<file path="config.mk">
export PLATFORM = sky130hd
export DESIGN_NAME = ibds_scale
export DESIGN_NICKNAME = d
export VERILOG_FILES = /design/src/hw/rtl/ibds_pkg.sv /design/src/hw/rtl/ibds_scale.sv
export SDC_FILE = /design/constraint.sdc
export NUM_CORES = 2
export LEC_CHECK = 0
export ABC_AREA = 1
export BUFFER_PORTS_ARGS = -buffer_cell sky130_fd_sc_hd__buf_4
export CORE_ASPECT_RATIO = 0.6
export CORE_UTILIZATION = 40
export DETAILED_ROUTE_END_ITERATION = 6
export PLACE_DENSITY = 0.68
export REMOVE_ABC_BUFFERS = 1
export SETUP_SLACK_MARGIN = 0.1
export SLEW_MARGIN = 30
export SYNTH_ARGS = -nofsm -noshare
export SYNTH_HDL_FRONTEND = slang
export SYNTH_SLANG_ARGS = --single-unit
</file>
<file path="constraint.sdc">
create_clock -name clk -period 5.3 [get_ports clk]
set_input_delay 0.265 -clock clk [delete_from_list [all_inputs] [get_ports clk]]
set_output_delay 0.265 -clock clk [all_outputs]
set_load 0.01 [all_outputs]
</file>
<file path="src/hw/rtl/ibds_pkg.sv">
// Shared types, constants and lookup functions for the image block downscaler.
// No dependencies; used by all ibds modules and the top level.
package ibds_pkg;

    localparam int PIX_W       = 8;
    localparam int SUM_W       = 16;
    localparam int ADD_W       = PIX_W + 3;
    localparam int DIM_W       = 15;
    localparam int POS_W       = 14;
    localparam int SUB_W       = 4;
    localparam int FACTOR_W    = 5;
    localparam int RECIP_W     = 23;
    localparam int RECIP_SHIFT = 24;
    localparam int CFG_IDX_W   = 2;
    localparam int CFG_DATA_W  = 15;

    localparam logic [FACTOR_W-1:0] MAX_FACTOR = 5'd16;
    localparam logic [FACTOR_W-1:0] GAUSS_FACTOR = 5'd3;
    localparam logic [DIM_W-1:0]    DIM_MAX    = 15'd16384;

    typedef enum logic [CFG_IDX_W-1:0] {
        CFG_FACTOR     = 2'd0,
        CFG_COLOR_MODE = 2'd1,
        CFG_IN_WIDTH   = 2'd2,
        CFG_IN_HEIGHT  = 2'd3
    } cfg_idx_t;

    typedef struct packed {
        logic [PIX_W-1:0] pix_red;
        logic [PIX_W-1:0] pix_green;
        logic [PIX_W-1:0] pix_blue;
    } pix_t;

    typedef struct packed {
        logic [PIX_W-1:0] out_red;
        logic [PIX_W-1:0] out_green;
        logic [PIX_W-1:0] out_blue;
        logic             row_end;
        logic             frame_end;
    } res_t;

    typedef struct packed {
        logic [SUM_W-1:0] red;
        logic [SUM_W-1:0] green;
        logic [SUM_W-1:0] blue;
    } sums_t;

    // Per-pixel control from the position sequencer to the accumulator.
    typedef struct packed {
        logic       active;     // block lies inside the output image
        logic       first;      // top-left pixel of its block
        logic       last;       // bottom-right pixel of its block
        logic       row_end;
        logic       frame_end;
        logic [2:0] weight;
    } ctl_t;

    localparam logic [2:0] GAUSS_W [3][3] = '{
        '{3'd1, 3'd2, 3'd1},
        '{3'd2, 3'd4, 3'd2},
        '{3'd1, 3'd2, 3'd1}
    };

    function automatic logic [FACTOR_W-1:0] clamp_factor(input logic [FACTOR_W-1:0] f);
        logic [FACTOR_W-1:0] r;
        r = f;
        if (f == '0) r = 5'd1;
        else if (f > MAX_FACTOR) r = MAX_FACTOR;
        return r;
    endfunction

    function automatic logic [DIM_W-1:0] clamp_dim(input logic [DIM_W-1:0] d);
        logic [DIM_W-1:0] r;
        r = d;
        if (d == '0) r = 15'd1;
        else if (d > DIM_MAX) r = DIM_MAX;
        return r;
    endfunction

    function automatic logic [2:0] gauss_weight(input logic [1:0] r, input logic [1:0] c);
        logic [2:0] w;
        w = 3'd1;
        if (r < 2'd3 && c < 2'd3) w = GAUSS_W[r][c];
        return w;
    endfunction

    // ceil(2^24 / divisor); exact for 16-bit sums and divisors up to 256.
    // Odd factors other than 3 map to zero, which zeroes the result.
    function automatic logic [RECIP_W-1:0] scale_recip(input logic [FACTOR_W-1:0] f);
        logic [RECIP_W-1:0] m;
        case (f)
            5'd2:    m = 23'd4194304;
            5'd3:    m = 23'd1048576;   // gaussian kernel, divide by 16
            5'd4:    m = 23'd1048576;
            5'd6:    m = 23'd466034;
            5'd8:    m = 23'd262144;
            5'd10:   m = 23'd167773;
            5'd12:   m = 23'd116509;
            5'd14:   m = 23'd85599;
            5'd16:   m = 23'd65536;
            default: m = '0;
        endcase
        return m;
    endfunction

endpackage

</file>
<file path="src/hw/rtl/ibds_scale.sv">
// Block-sum scaling: reciprocal multiply per channel and the output register.
// Depends on ibds_pkg.
module ibds_scale (
    input  logic                         clk,
    input  logic                         rst_n,
    input  logic                         en,
    input  logic                         in_valid,
    input  ibds_pkg::sums_t              sums,
    input  ibds_pkg::ctl_t               ctl,
    input  logic [ibds_pkg::RECIP_W-1:0] recip,
    output logic                         res_valid,
    output ibds_pkg::res_t               res
);

    localparam int PW = ibds_pkg::SUM_W + ibds_pkg::RECIP_W;
    localparam int SH = ibds_pkg::RECIP_SHIFT;
    localparam int XW = ibds_pkg::PIX_W;

    logic                         s2_valid_reg;
    ibds_pkg::sums_t              s2_sums_reg;
    logic                         s2_row_end_reg, s2_frame_end_reg;
    logic [ibds_pkg::RECIP_W-1:0] s2_recip_reg;
    logic                         res_valid_reg;
    ibds_pkg::res_t               res_reg;

    logic [PW-1:0] prod_r, prod_g, prod_b;

    assign prod_r = PW'(s2_sums_reg.red)   * PW'(s2_recip_reg);
    assign prod_g = PW'(s2_sums_reg.green) * PW'(s2_recip_reg);
    assign prod_b = PW'(s2_sums_reg.blue)  * PW'(s2_recip_reg);

    always_ff @(posedge clk or negedge rst_n)
    begin
        if (!rst_n)
        begin
            s2_valid_reg  <= 1'b0;
            res_valid_reg <= 1'b0;
        end
        else if (en)
        begin
            s2_valid_reg  <= in_valid;
            res_valid_reg <= s2_valid_reg;
        end
    end

    always_ff @(posedge clk)
    begin
        if (en && in_valid)
        begin
            s2_sums_reg      <= sums;
            s2_row_end_reg   <= ctl.row_end;
            s2_frame_end_reg <= ctl.frame_end;
            s2_recip_reg     <= recip;
        end
        if (en && s2_valid_reg)
        begin
            res_reg.out_red   <= prod_r[SH +: XW];
            res_reg.out_green <= prod_g[SH +: XW];
            res_reg.out_blue  <= prod_b[SH +: XW];
            res_reg.row_end   <= s2_row_end_reg;
            res_reg.frame_end <= s2_frame_end_reg;
        end
    end

    assign res_valid = res_valid_reg;
    assign res       = res_reg;

endmodule

</file>
==> results.json <==
{
  "grt_overflow": 0,
  "dr.pass1.iters": 7,
  "gp_congestion": 0.967,
  "outcome": "complete, but fails checks",
  "largest_register_ffs": 48,
  "startpoint_type": "flip-flop",
  "fin_crit_sh": 1.06,
  "antenna_left": 0,
  "fin_ws_ns": -0.334,
  "crit_type": "flip-flop to flip-flop",
  "synth_area_um2": 36000,
  "syn_area_per_cell_um2": 7.74,
  "critPathBufInv": 8,
  "io_pins": 110,
  "clockBufferDepth": 2,
  "clk_pin_slew_worst_paths_ns": 0.09,
  "hold_path_class": "primary input to flip-flop",
  "cts_htree_levels": 3,
  "required_ns": 5.51,
  "violations": "DRC, setup timing",
  "seq_area_frac_synth": 0.0839,
  "slew_viol_final": 0,
  "rows": 84,
  "clk_latency_ns": 0.47,
  "core_area_um2": 88400,
  "crit_chain": "buf_6, buf_16, buf_4, nand2_2, fa_1, fa_1, inv_2, fa_1, inv_1, fa_1, inv_1, fa_1, inv_1, fa_1, inv_2, ha_4, nand2_1, nor3_2, nand2_1, nor4_1, nand2_1, nand3_1, nand2_1",
  "setup_viol": 24,
  "clock_skew_ns": 0.0268,
  "grtUsageMet3": 0.0710,
  "nNetsFinal": 6178,
  "drt-wirelength-per-cell_um": 17.0,
  "via_count": 30100,
  "syn_inst": 4657,
  "routed_via_density": 4.82,
  "synthSimpleGateAreaFrac": 0.185,
  "rsz0062_at_grt": "yes",
  "antenna_found_initial": 0,
  "cts_tree": "yes",
  "dp_cells": 6146,
  "grt_start_max_net_pins": 40,
  "grt_pass1_vias": 31200,
  "diodes": 0,
  "ys_ff_latch": 101,
  "drive_above_1_share": 0.149,
  "grt_pass1_wl_mm": 171,
  "synth.yosys.warnings": 0,
  "synth_top_family_by_area": "adder cells",
  "busiest_layer": "met2",
  "dieWidth_um": 390,
  "critPathTopFamily": "adder cells",
  "path_max_fanout": 6,
  "synth_xor_xnor_area_share": 0.00146,
  "cts_num_sinks": 101,
  "synthToLayoutAreaGrowth_pct": 21.7,
  "tightest_slew_ns": 0.908,
  "fmax_mhz": 178,
  "fin_crit_ns": 5.63,
  "wl_mm": 107,
  "synthAdderAreaFrac": 0.532,
  "hpwl_mm": 87.3,
  "crit_path_frequent_cell": "fa_1",
  "drt_iter0_markers": 2726,
  "slowest_delay_ns": 0.53,
  "grtUsageTotal": 0.244,
  "slowest_stage": "fa_1",
  "met1_usage": 0.356,
  "hold_ws_ns": 0.0870,
  "cp_data_arrival_time_ns": 5.84,
  "initial_core_util": 0.408,
  "hold_viol_final": 0,
  "muxShareOfSynthArea": 0,
  "cts_root_buffer": "clkbuf_16",
  "grtUsageMet2": 0.359,
  "cap_violations": 0,
  "relSlewSlack": 0.394,
  "ys_types": 34,
  "drc": 10,
  "synth_compound_area_frac": 0.0236,
  "dp_slack_ns": -0.341,
  "numPortBuffers": 103,
  "die_area_um2": 91400,
  "cts_buffers": 9,
  "end_kind": "flip-flop",
  "die_h_um": 235,
  "finalNonFillerCells": 6260
}
routing by layer:
metal	part of all wire	routed length (um)	vias to the layer above
met4	0.016	1750	0
met3	0.11	12200	109
met2	0.42	44900	1399
met5	0	0	-
li1	-	-	13800
met1	0.45	47700	14800
per-stage QoR:
| step | utilization | TNS [ns] | area (um^2) |
|---|---|---|---|
| 4_1_cts | 0.491 | -4.45 | 43400 |
| 3_3_place_gp | 0.468 | -4.99 | 41300 |
| 5_1_grt | 0.496 | -9.95 | 43900 |
| 3_5_place_dp | 0.468 | -6.27 | 41300 |
| 6_report | 0.496 | -5.92 | 43900 |
| 2_1_floorplan | - | -6.69 | 35200 |
cells in the mapped netlist:
master,instances,share of area
o21bai_1,16,0.0033
nor3b_1,3,0.00062
a21oi_1,81,0.011
nand3_2,1,0.00028
a21boi_0,4,0.00083
a211oi_1,4,0.00083
nand2_1,1421,0.15
xnor2_1,3,0.00073
fa_1,816,0.45
or2_1,1,0.00017
nand3b_1,7,0.0015
o21a_1,2,0.00042
o21ai_1,3,0.00042
inv_1,1456,0.15
buf_2,14,0.0019
nand4_1,13,0.0023
clkbuf_1,154,0.016
nor3_1,17,0.0024
nor2_1,101,0.011
xor2_1,3,0.00073
nor4_2,1,0.00035
nor3_2,6,0.0017
nor4_1,5,0.00087
nor2_2,2,0.00035
nand2_2,6,0.0010
buf_4,5,0.0010
dfrtp_1,2,0.0014
a21o_1,6,0.0012
ha_1,228,0.079
buf_1,34,0.0035
nand3_1,106,0.015
a31oi_1,4,0.00069
edfxtp_1,99,0.082
o21ai_0,33,0.0046
kinds of logic (layout without fill, tap and decap cells):
| family | after synthesis | after routing |
|---|---|---|
| AOI/OAI and AO/OA | 153 | 153 |
| xor gates and xnor gates | 6 | 6 |
| adders and majority gates | 1044 | 1044 |
| buffers and inverters | 1663 | 2062 |
| DFF | 101 | 101 |
| and+or+nand+nor | 1690 | 1690 |
cell usage in the layout, fill, tap and decap left out, types with 6 or more instances in the layout:
| master | n |
|---|---|
| buf_6 | 13 |
| nor2_1 | 68 |
| a21oi_1 | 54 |
| nor2_4 | 6 |
| nand3_1 | 103 |
| dlygate4sd3_1 | 74 |
| a21oi_4 | 6 |
| nor3_2 | 11 |
| o21bai_1 | 13 |
| o21ai_1 | 17 |
| o21ai_0 | 16 |
| ha_4 | 46 |
| fa_1 | 796 |
| nand3b_1 | 7 |
| a21oi_2 | 21 |
| inv_1 | 1442 |
| nand2_1 | 1387 |
| fa_2 | 20 |
| inv_2 | 13 |
| nor2_2 | 29 |
| ha_1 | 181 |
| nand4_1 | 13 |
| clkbuf_16 | 9 |
| nor3_1 | 9 |
| a21o_1 | 6 |
| edfxtp_1 | 99 |
| buf_12 | 73 |
| nand2_2 | 38 |
| buf_4 | 425 |
worst register-to-register path, delay by kind of cell (launching register included):
kind / cells / cell delay [ns]
DFF: 1 / 0.49
buffers and inverters: 8 / 0.73
and+or+nand+nor: 8 / 0.95
adders and majority gates: 7 / 3.23
final timing paths:
path | cells after the start | endpoint | from | slack (ns)
min in group asynchronous | 2 | res_valid | rst_n | 0.10
worst min-delay path | 3 | s2_valid_reg | in_valid | 0.09
worst max register to register | 23 | res[8] | s2_recip_reg[12] | -0.33
worst max-delay path | 23 | res[8] | s2_recip_reg[12] | -0.33
worst min register to register | 0 | res[1] | s2_row_end_reg | 0.50
max in group asynchronous | 2 | s2_valid_reg | rst_n | 5.09
timing repair:
item                                    CTS  global route
setup buffers                            17             4
hold buffers                             74             0
endpoints found under the hold margin    76             0
gates resized for setup                 162           104
cloned                                    3             0
endpoints found under the setup margin   24            24
pin swaps                                28            32
cell type report:
| type | instances | area (um^2) |
|---|---|---|
| Clock inverter | 7 | 81.3 |
| Fill cell | 8169 | 44500 |
| Inverter | 1456 | 5470 |
| Sequential cell | 101 | 3020 |
| Tap cell | 1204 | 1510 |
| Multi-Input combinational cell | 2893 | 27900 |
| Timing Repair Buffer | 590 | 5650 |
| Clock buffer | 9 | 225 |
Power is left out: the tool's default activity adds up to more than one toggle a clock period on the data nets, which glitch-free logic cannot reach.
