===== src/hw/rtl/ibds_pkg.sv =====
// Shared types, constants and lookup functions for the image block downscaler.
// No dependencies; used by all ibds modules and the top level.
package ibds_pkg;

    localparam int PIX_W       = 8;
    localparam int SUM_W       = 16;
    localparam int ADD_W       = PIX_W + 3;
    localparam int DIM_W       = 15;
    localparam int POS_W       = 14;
    localparam int SUB_W       = 4;
    localparam int FACTOR_W    = 5;
    localparam int RECIP_W     = 23;
    localparam int RECIP_SHIFT = 24;
    localparam int CFG_IDX_W   = 2;
    localparam int CFG_DATA_W  = 15;

    localparam logic [FACTOR_W-1:0] MAX_FACTOR = 5'd16;
    localparam logic [FACTOR_W-1:0] GAUSS_FACTOR = 5'd3;
    localparam logic [DIM_W-1:0]    DIM_MAX    = 15'd16384;

    typedef enum logic [CFG_IDX_W-1:0] {
        CFG_FACTOR     = 2'd0,
        CFG_COLOR_MODE = 2'd1,
        CFG_IN_WIDTH   = 2'd2,
        CFG_IN_HEIGHT  = 2'd3
    } cfg_idx_t;

    typedef struct packed {
        logic [PIX_W-1:0] pix_red;
        logic [PIX_W-1:0] pix_green;
        logic [PIX_W-1:0] pix_blue;
    } pix_t;

    typedef struct packed {
        logic [PIX_W-1:0] out_red;
        logic [PIX_W-1:0] out_green;
        logic [PIX_W-1:0] out_blue;
        logic             row_end;
        logic             frame_end;
    } res_t;

    typedef struct packed {
        logic [SUM_W-1:0] red;
        logic [SUM_W-1:0] green;
        logic [SUM_W-1:0] blue;
    } sums_t;

    // Per-pixel control from the position sequencer to the accumulator.
    typedef struct packed {
        logic       active;     // block lies inside the output image
        logic       first;      // top-left pixel of its block
        logic       last;       // bottom-right pixel of its block
        logic       row_end;
        logic       frame_end;
        logic [2:0] weight;
    } ctl_t;

    localparam logic [2:0] GAUSS_W [3][3] = '{
        '{3'd1, 3'd2, 3'd1},
        '{3'd2, 3'd4, 3'd2},
        '{3'd1, 3'd2, 3'd1}
    };

    function automatic logic [FACTOR_W-1:0] clamp_factor(input logic [FACTOR_W-1:0] f);
        logic [FACTOR_W-1:0] r;
        r = f;
        if (f == '0) r = 5'd1;
        else if (f > MAX_FACTOR) r = MAX_FACTOR;
        return r;
    endfunction

    function automatic logic [DIM_W-1:0] clamp_dim(input logic [DIM_W-1:0] d);
        logic [DIM_W-1:0] r;
        r = d;
        if (d == '0) r = 15'd1;
        else if (d > DIM_MAX) r = DIM_MAX;
        return r;
    endfunction

    function automatic logic [2:0] gauss_weight(input logic [1:0] r, input logic [1:0] c);
        logic [2:0] w;
        w = 3'd1;
        if (r < 2'd3 && c < 2'd3) w = GAUSS_W[r][c];
        return w;
    endfunction

    // ceil(2^24 / divisor); exact for 16-bit sums and divisors up to 256.
    // Odd factors other than 3 map to zero, which zeroes the result.
    function automatic logic [RECIP_W-1:0] scale_recip(input logic [FACTOR_W-1:0] f);
        logic [RECIP_W-1:0] m;
        case (f)
            5'd2:    m = 23'd4194304;
            5'd3:    m = 23'd1048576;   // gaussian kernel, divide by 16
            5'd4:    m = 23'd1048576;
            5'd6:    m = 23'd466034;
            5'd8:    m = 23'd262144;
            5'd10:   m = 23'd167773;
            5'd12:   m = 23'd116509;
            5'd14:   m = 23'd85599;
            5'd16:   m = 23'd65536;
            default: m = '0;
        endcase
        return m;
    endfunction

endpackage


===== src/hw/rtl/ibds_seq.sv =====
// Position sequencer: raster, block and sub-block counters for the downscaler.
// Depends on ibds_pkg.
module ibds_seq #(
    parameter int MAX_OUT_WIDTH = 1024,
    parameter int AW            = 10
) (
    input  logic                          clk,
    input  logic                          rst_n,
    input  logic                          restart,
    input  logic                          step,
    input  logic [ibds_pkg::FACTOR_W-1:0] factor,
    input  logic [ibds_pkg::DIM_W-1:0]    width,
    input  logic [ibds_pkg::DIM_W-1:0]    height,
    output ibds_pkg::ctl_t                ctl,
    output logic [AW-1:0]                 addr
);

    localparam int PW = ibds_pkg::POS_W;
    localparam int SW = ibds_pkg::SUB_W;
    localparam int FW = ibds_pkg::FACTOR_W;
    localparam int DW = ibds_pkg::DIM_W;
    localparam logic [PW:0] OUT_LIMIT = (PW+1)'(MAX_OUT_WIDTH);

    logic [PW-1:0] col_pos_reg, col_pos_next;
    logic [PW-1:0] row_pos_reg, row_pos_next;
    logic [PW-1:0] blk_col_reg, blk_col_next;
    logic [PW-1:0] col_base_reg, col_base_next;
    logic [PW-1:0] row_base_reg, row_base_next;
    logic [SW-1:0] sub_col_reg, sub_col_next;
    logic [SW-1:0] sub_row_reg, sub_row_next;

    logic col_last, row_last, sub_col_wrap, sub_row_wrap;
    logic col_fit, row_fit, col_more, row_more, col_in_range;

    assign col_last     = (DW'(col_pos_reg) + 1'b1) >= width;
    assign row_last     = (DW'(row_pos_reg) + 1'b1) >= height;
    assign sub_col_wrap = (FW'(sub_col_reg) + 1'b1) >= factor;
    assign sub_row_wrap = (FW'(sub_row_reg) + 1'b1) >= factor;

    // block fits when its start plus the factor stays within the image
    assign col_fit  = ((DW+1)'(col_base_reg) + (DW+1)'(factor)) <= (DW+1)'(width);
    assign row_fit  = ((DW+1)'(row_base_reg) + (DW+1)'(factor)) <= (DW+1)'(height);
    assign col_more = ((DW+1)'(col_base_reg) + (DW+1)'({factor, 1'b0})) <= (DW+1)'(width);
    assign row_more = ((DW+1)'(row_base_reg) + (DW+1)'({factor, 1'b0})) <= (DW+1)'(height);
    assign col_in_range = {1'b0, blk_col_reg} < OUT_LIMIT;

    always_comb
    begin
        ctl.active    = col_fit && row_fit && col_in_range;
        ctl.first     = (sub_row_reg == '0) && (sub_col_reg == '0);
        ctl.last      = ((FW'(sub_row_reg) + 1'b1) == factor)
                     && ((FW'(sub_col_reg) + 1'b1) == factor);
        ctl.row_end   = !col_more || ({1'b0, blk_col_reg} == OUT_LIMIT - 1'b1);
        ctl.frame_end = ctl.row_end && !row_more;
        ctl.weight    = (factor == ibds_pkg::GAUSS_FACTOR)
                      ? ibds_pkg::gauss_weight(sub_row_reg[1:0], sub_col_reg[1:0])
                      : 3'd1;
    end

    assign addr = blk_col_reg[AW-1:0];

    always_comb
    begin
        col_pos_next  = col_pos_reg;
        row_pos_next  = row_pos_reg;
        blk_col_next  = blk_col_reg;
        col_base_next = col_base_reg;
        row_base_next = row_base_reg;
        sub_col_next  = sub_col_reg;
        sub_row_next  = sub_row_reg;
        if (restart)
        begin
            col_pos_next  = '0;
            row_pos_next  = '0;
            blk_col_next  = '0;
            col_base_next = '0;
            row_base_next = '0;
            sub_col_next  = '0;
            sub_row_next  = '0;
        end
        else if (step)
        begin
            if (col_last)
            begin
                col_pos_next  = '0;
                sub_col_next  = '0;
                blk_col_next  = '0;
                col_base_next = '0;
                if (row_last)
                begin
                    row_pos_next  = '0;
                    sub_row_next  = '0;
                    row_base_next = '0;
                end
                else
                begin
                    row_pos_next = row_pos_reg + 1'b1;
                    if (sub_row_wrap)
                    begin
                        sub_row_next  = '0;
                        row_base_next = row_base_reg + PW'(factor);
                    end
                    else
                    begin
                        sub_row_next = sub_row_reg + 1'b1;
                    end
                end
            end
            else
            begin
                col_pos_next = col_pos_reg + 1'b1;
                if (sub_col_wrap)
                begin
                    sub_col_next  = '0;
                    blk_col_next  = blk_col_reg + 1'b1;
                    col_base_next = col_base_reg + PW'(factor);
                end
                else
                begin
                    sub_col_next = sub_col_reg + 1'b1;
                end
            end
        end
    end

    always_ff @(posedge clk or negedge rst_n)
    begin
        if (!rst_n)
        begin
            col_pos_reg  <= '0;
            row_pos_reg  <= '0;
            blk_col_reg  <= '0;
            col_base_reg <= '0;
            row_base_reg <= '0;
            sub_col_reg  <= '0;
            sub_row_reg  <= '0;
        end
        else
        begin
            col_pos_reg  <= col_pos_next;
            row_pos_reg  <= row_pos_next;
            blk_col_reg  <= blk_col_next;
            col_base_reg <= col_base_next;
            row_base_reg <= row_base_next;
            sub_col_reg  <= sub_col_next;
            sub_row_reg  <= sub_row_next;
        end
    end

endmodule


===== config.mk =====
export PLATFORM = sky130hd
export DESIGN_NAME = ibds_seq
export DESIGN_NICKNAME = d
export VERILOG_FILES = /design/src/hw/rtl/ibds_pkg.sv /design/src/hw/rtl/ibds_seq.sv
export SDC_FILE = /design/constraint.sdc
export NUM_CORES = 1
export LEC_CHECK = 0
export BUFFER_PORTS_ARGS = -buffer_cell sky130_fd_sc_hd__buf_2
export CAP_MARGIN = 15
export CORE_MARGIN = 4
export CORE_UTILIZATION = 35
export CTS_CLUSTER_SIZE = 10
export DETAILED_ROUTE_END_ITERATION = 10
export GPL_TIMING_DRIVEN = 0
export HOLD_SLACK_MARGIN = 0.1
export PLACE_DENSITY_LB_ADDON = 0.3
export SYNTH_ARGS = -nofsm -noshare
export SYNTH_HDL_FRONTEND = slang
export SYNTH_SLANG_ARGS = --single-unit

===== constraint.sdc =====
create_clock -name clk -period 3.96 [get_ports clk]
set_clock_uncertainty 0.2 [all_clocks]
set_input_delay 0.792 -clock clk [delete_from_list [all_inputs] [get_ports clk]]
set_output_delay 0.792 -clock clk [all_outputs]
set_load 0.02 [all_outputs]

==> flow_metrics.env <==
export IMPL_synth_common_cells="129 x ha_1, 85 x inv_1, 78 x dfrtp_1"
export IMPL_finalPower_w=0.00253
export IMPL_synth_area_leader_cell="dfrtp_1"
export IMPL_yosys_area_share_simple=0.185
export IMPL_async_reset_ff_frac=1.00
export IMPL_numCtsBuffers=9
export IMPL_wl_per_cell_um=16.1
export IMPL_slew_headroom=0.605
export IMPL_path_clk_slew_ns=0.06
export IMPL_reg2reg_to="col_base_reg[10]"
export IMPL_core_area_mm2=0.0219
export IMPL_maxCapViolations=0
export IMPL_pin_count=57
export IMPL_nNetsFinal=1174
export IMPL_fp_row_count=54
export IMPL_drive_above_1_share=0.154
export IMPL_seq_area_frac_synth=0.249
export IMPL_outcome="finished with violations"
export IMPL_endpoint_kind="output port"
export IMPL_portBuffers=56
export IMPL_yosysWarnings=0
export IMPL_p_leak_nw=4.58
export IMPL_cts_root_buf="clkbuf_16"
export IMPL_areaGrowthSynthToFinish_pct=17.0
export IMPL_vias=6793
export IMPL_rsz0062_at_grt="yes"
export IMPL_grt_pass1_wl_mm=33.9
export IMPL_rrSetupSlack_ns=0.23
export IMPL_required_ns=2.97
export IMPL_finalCritPeriodShare=1.24
export IMPL_clock_path_buffers=2
export IMPL_fillers=2225
export IMPL_setup_ws_ns=-0.958
export IMPL_htreeDepth=3
export IMPL_dieArea_mm2=0.0248
export IMPL_hold_viol=0
export IMPL_cts_tree="done"
export IMPL_cts_num_sinks=78
export IMPL_fin_hold_ws_ns=0.180
export IMPL_n_antenna_cell=0
export IMPL_fmax_ghz=0.203
export IMPL_reg2reg_depth=14
export IMPL_dpl_instance_area_mm2=0.00857
export IMPL_clkLatencyLatePin_ns=0.35
export IMPL_initial_utilization=0.358
export IMPL_syn_num_nets=1096
export IMPL_hold_path_class="input port to asynchronous set/reset pin"
export IMPL_slew_violations=0
export IMPL_combPwrFrac=0.262
export IMPL_synth_compound_area_share=0.193
export IMPL_yosysUniqueCellTypes=57
export IMPL_drtAntennaViolNets=0
export IMPL_avgSynthCellArea_um2=8.48
export IMPL_overflow=0
export IMPL_worstMarginPinSlew_ns=0.588
export IMPL_ir_drop_v=0.000201
export IMPL_violations="setup timing"
export IMPL_seqPwrFrac=0.345
export IMPL_synthMuxAreaShare=0.00543
export IMPL_fin_area_mm2=0.00917
export IMPL_startpoint_type="input port"
export IMPL_ys_flop_type="dfrtp_1"
export IMPL_p_int_w=0.00173
export IMPL_synthXorXnorAreaFrac=0.0827
export IMPL_drtIter0Drc=360
export IMPL_p_switching_w=0.000799
export IMPL_drc=0
export IMPL_cp_arrival_ns=3.93
export IMPL_grt_max_degree=49
export IMPL_synth_fa_ha_area_frac=0.216
export IMPL_switching_share=0.316
export IMPL_cp_max_fo=6
export IMPL_synth_seq_cells=78
export IMPL_netlist_area_leader_share=0.249
export IMPL_post_drt_via_cell_ratio=5.28
export IMPL_first_pass_iters=5
export IMPL_finalWirelength_mm=20.7
export IMPL_synth_cells=924
export IMPL_synth_edf_count=0
export IMPL_r2r_start="col_pos_reg[4]"
export IMPL_hpwlAfterDp_mm=16.3
export IMPL_gp_congestion=0.854
export IMPL_synth_area_mm2=0.00784
export IMPL_synthTopCellsByArea="dfrtp_1 25%, ha_1 21%, xnor2_1 5.7%, inv_1 4.1%, nand2_1 3.6%"
export IMPL_die_y_um=158
export IMPL_dieWidth_um=158
export IMPL_yosysMostFrequentCell="ha_1"
export IMPL_synth_top_family_by_area="adder cells"
export IMPL_clkPwrFrac=0.393
export IMPL_power_density_mw_per_mm2=276
export IMPL_final_util=0.419
export IMPL_antenna_found_initial=0
export IMPL_grt_pass1_vias=6534
export IMPL_fin_crit_ns=4.92
export IMPL_finalSetupViolations=3
export IMPL_track_usage=0.170
export IMPL_path_class="input port to output port"
## worst max-delay path: stages
cell and delay, ns:
buf_2 0.15, ha_1 0.35, a21oi_2 0.20, o21bai_1 0.11, a21oi_2 0.27, nor2_1 0.10, xor2_1 0.15, ha_1 0.30
a21o_1 0.12, a21o_1 0.10, a21oi_1 0.08, o32a_1 0.41, a222oi_1 0.53, buf_2 0.26
## logic make-up (layout without fill, tap and decap cells)
kind of cell,Yosys count,after routing
xor gates and xnor gates,74,74
AOI/OAI and AO/OA,225,225
and+or+nand+nor,286,286
DFF,78,78
adders and majority gates,133,133
buffers and inverters,124,207
muxes,4,4
## worst max path at each step
stage              start     end  slack (ns)  cells past startpoint
2_1_floorplan  factor[0]  ctl[3]       -0.43                     14
3_3_place_gp   factor[1]  ctl[7]       -1.36                     15
3_5_place_dp   factor[1]  ctl[7]       -1.37                     15
4_1_cts        factor[0]  ctl[3]       -0.90                     15
5_1_grt        factor[1]  ctl[3]       -1.15                     15
6_report       factor[2]  ctl[3]       -0.96                     14
## layer usage
metal	track usage	vias to the layer above	wire length [µm]
met5	0	-	0
met4	0.0377	0	261
met3	0.0262	16	892
met2	0.280	136	9690
met1	0.237	3180	9890
li1	-	3461	-
## per-stage QoR
stage | setup slack, ns | setup TNS, ns | instances
final | -0.958 | -2.64 | 1287
after CTS | -0.905 | -2.53 | 1286
after global placement | -1.36 | -3.53 | 1260
after detailed placement | -1.37 | -3.50 | 1261
after global routing | -1.15 | -3.19 | 1287
after floorplan | -0.428 | -0.997 | 924
## power by group through the flow
stage / logic, W / registers [W] / clock network, W
after global routing: 0.000762 / 0.000877 / 0.00104
after floorplan: 0.000455 / 0.000873 / 0
after detailed placement: 0.000646 / 0.000884 / 0
after global placement: 0.000627 / 0.000884 / 0
final: 0.000663 / 0.000872 / 0.000993
after CTS: 0.000663 / 0.000869 / 0.00102
## repair_timing
item                                   in CTS  in global routing
hold buffers                                0                  0
buffers inserted                            9                  4
setup endpoints to repair                   3                 59
endpoints found under the hold margin       0                  0
gates resized for setup                    21                 21
pin swaps                                  15                 18
## cell type report
| type | instances | area, µm² | area share |
|---|---|---|---|
| Clock inverter | 7 | 120 | 0.0131 |
| Sequential cell | 78 | 1950 | 0.213 |
| Timing Repair Buffer | 70 | 450 | 0.0491 |
| Clock buffer | 9 | 225 | 0.0246 |
| Inverter | 85 | 323 | 0.0352 |
| Multi-Input combinational cell | 722 | 5530 | 0.604 |
| Buffer | 36 | 211 | 0.0231 |
| Tap cell | 280 | 350 | 0.0382 |
## placed cells by master, fill, tap and decap left out, types with 14 or more instances in the layout
master | Yosys | routed
buf_2 | 8 | 57
a22o_1 | 30 | 30
nor2b_1 | 16 | 16
dfrtp_1 | 78 | 78
nand2b_1 | 15 | 15
and3_1 | 16 | 16
nor2_1 | 47 | 44
inv_1 | 85 | 82
nand2_1 | 75 | 75
xnor2_1 | 51 | 48
o21ai_1 | 10 | 14
a21oi_1 | 46 | 40
a21o_1 | 30 | 30
nand4_1 | 25 | 25
nand3_1 | 47 | 45
buf_4 | 12 | 26
ha_1 | 129 | 126
xor2_1 | 23 | 23
o21ai_0 | 56 | 50
Note: power is estimated with default switching activity, not from simulation.
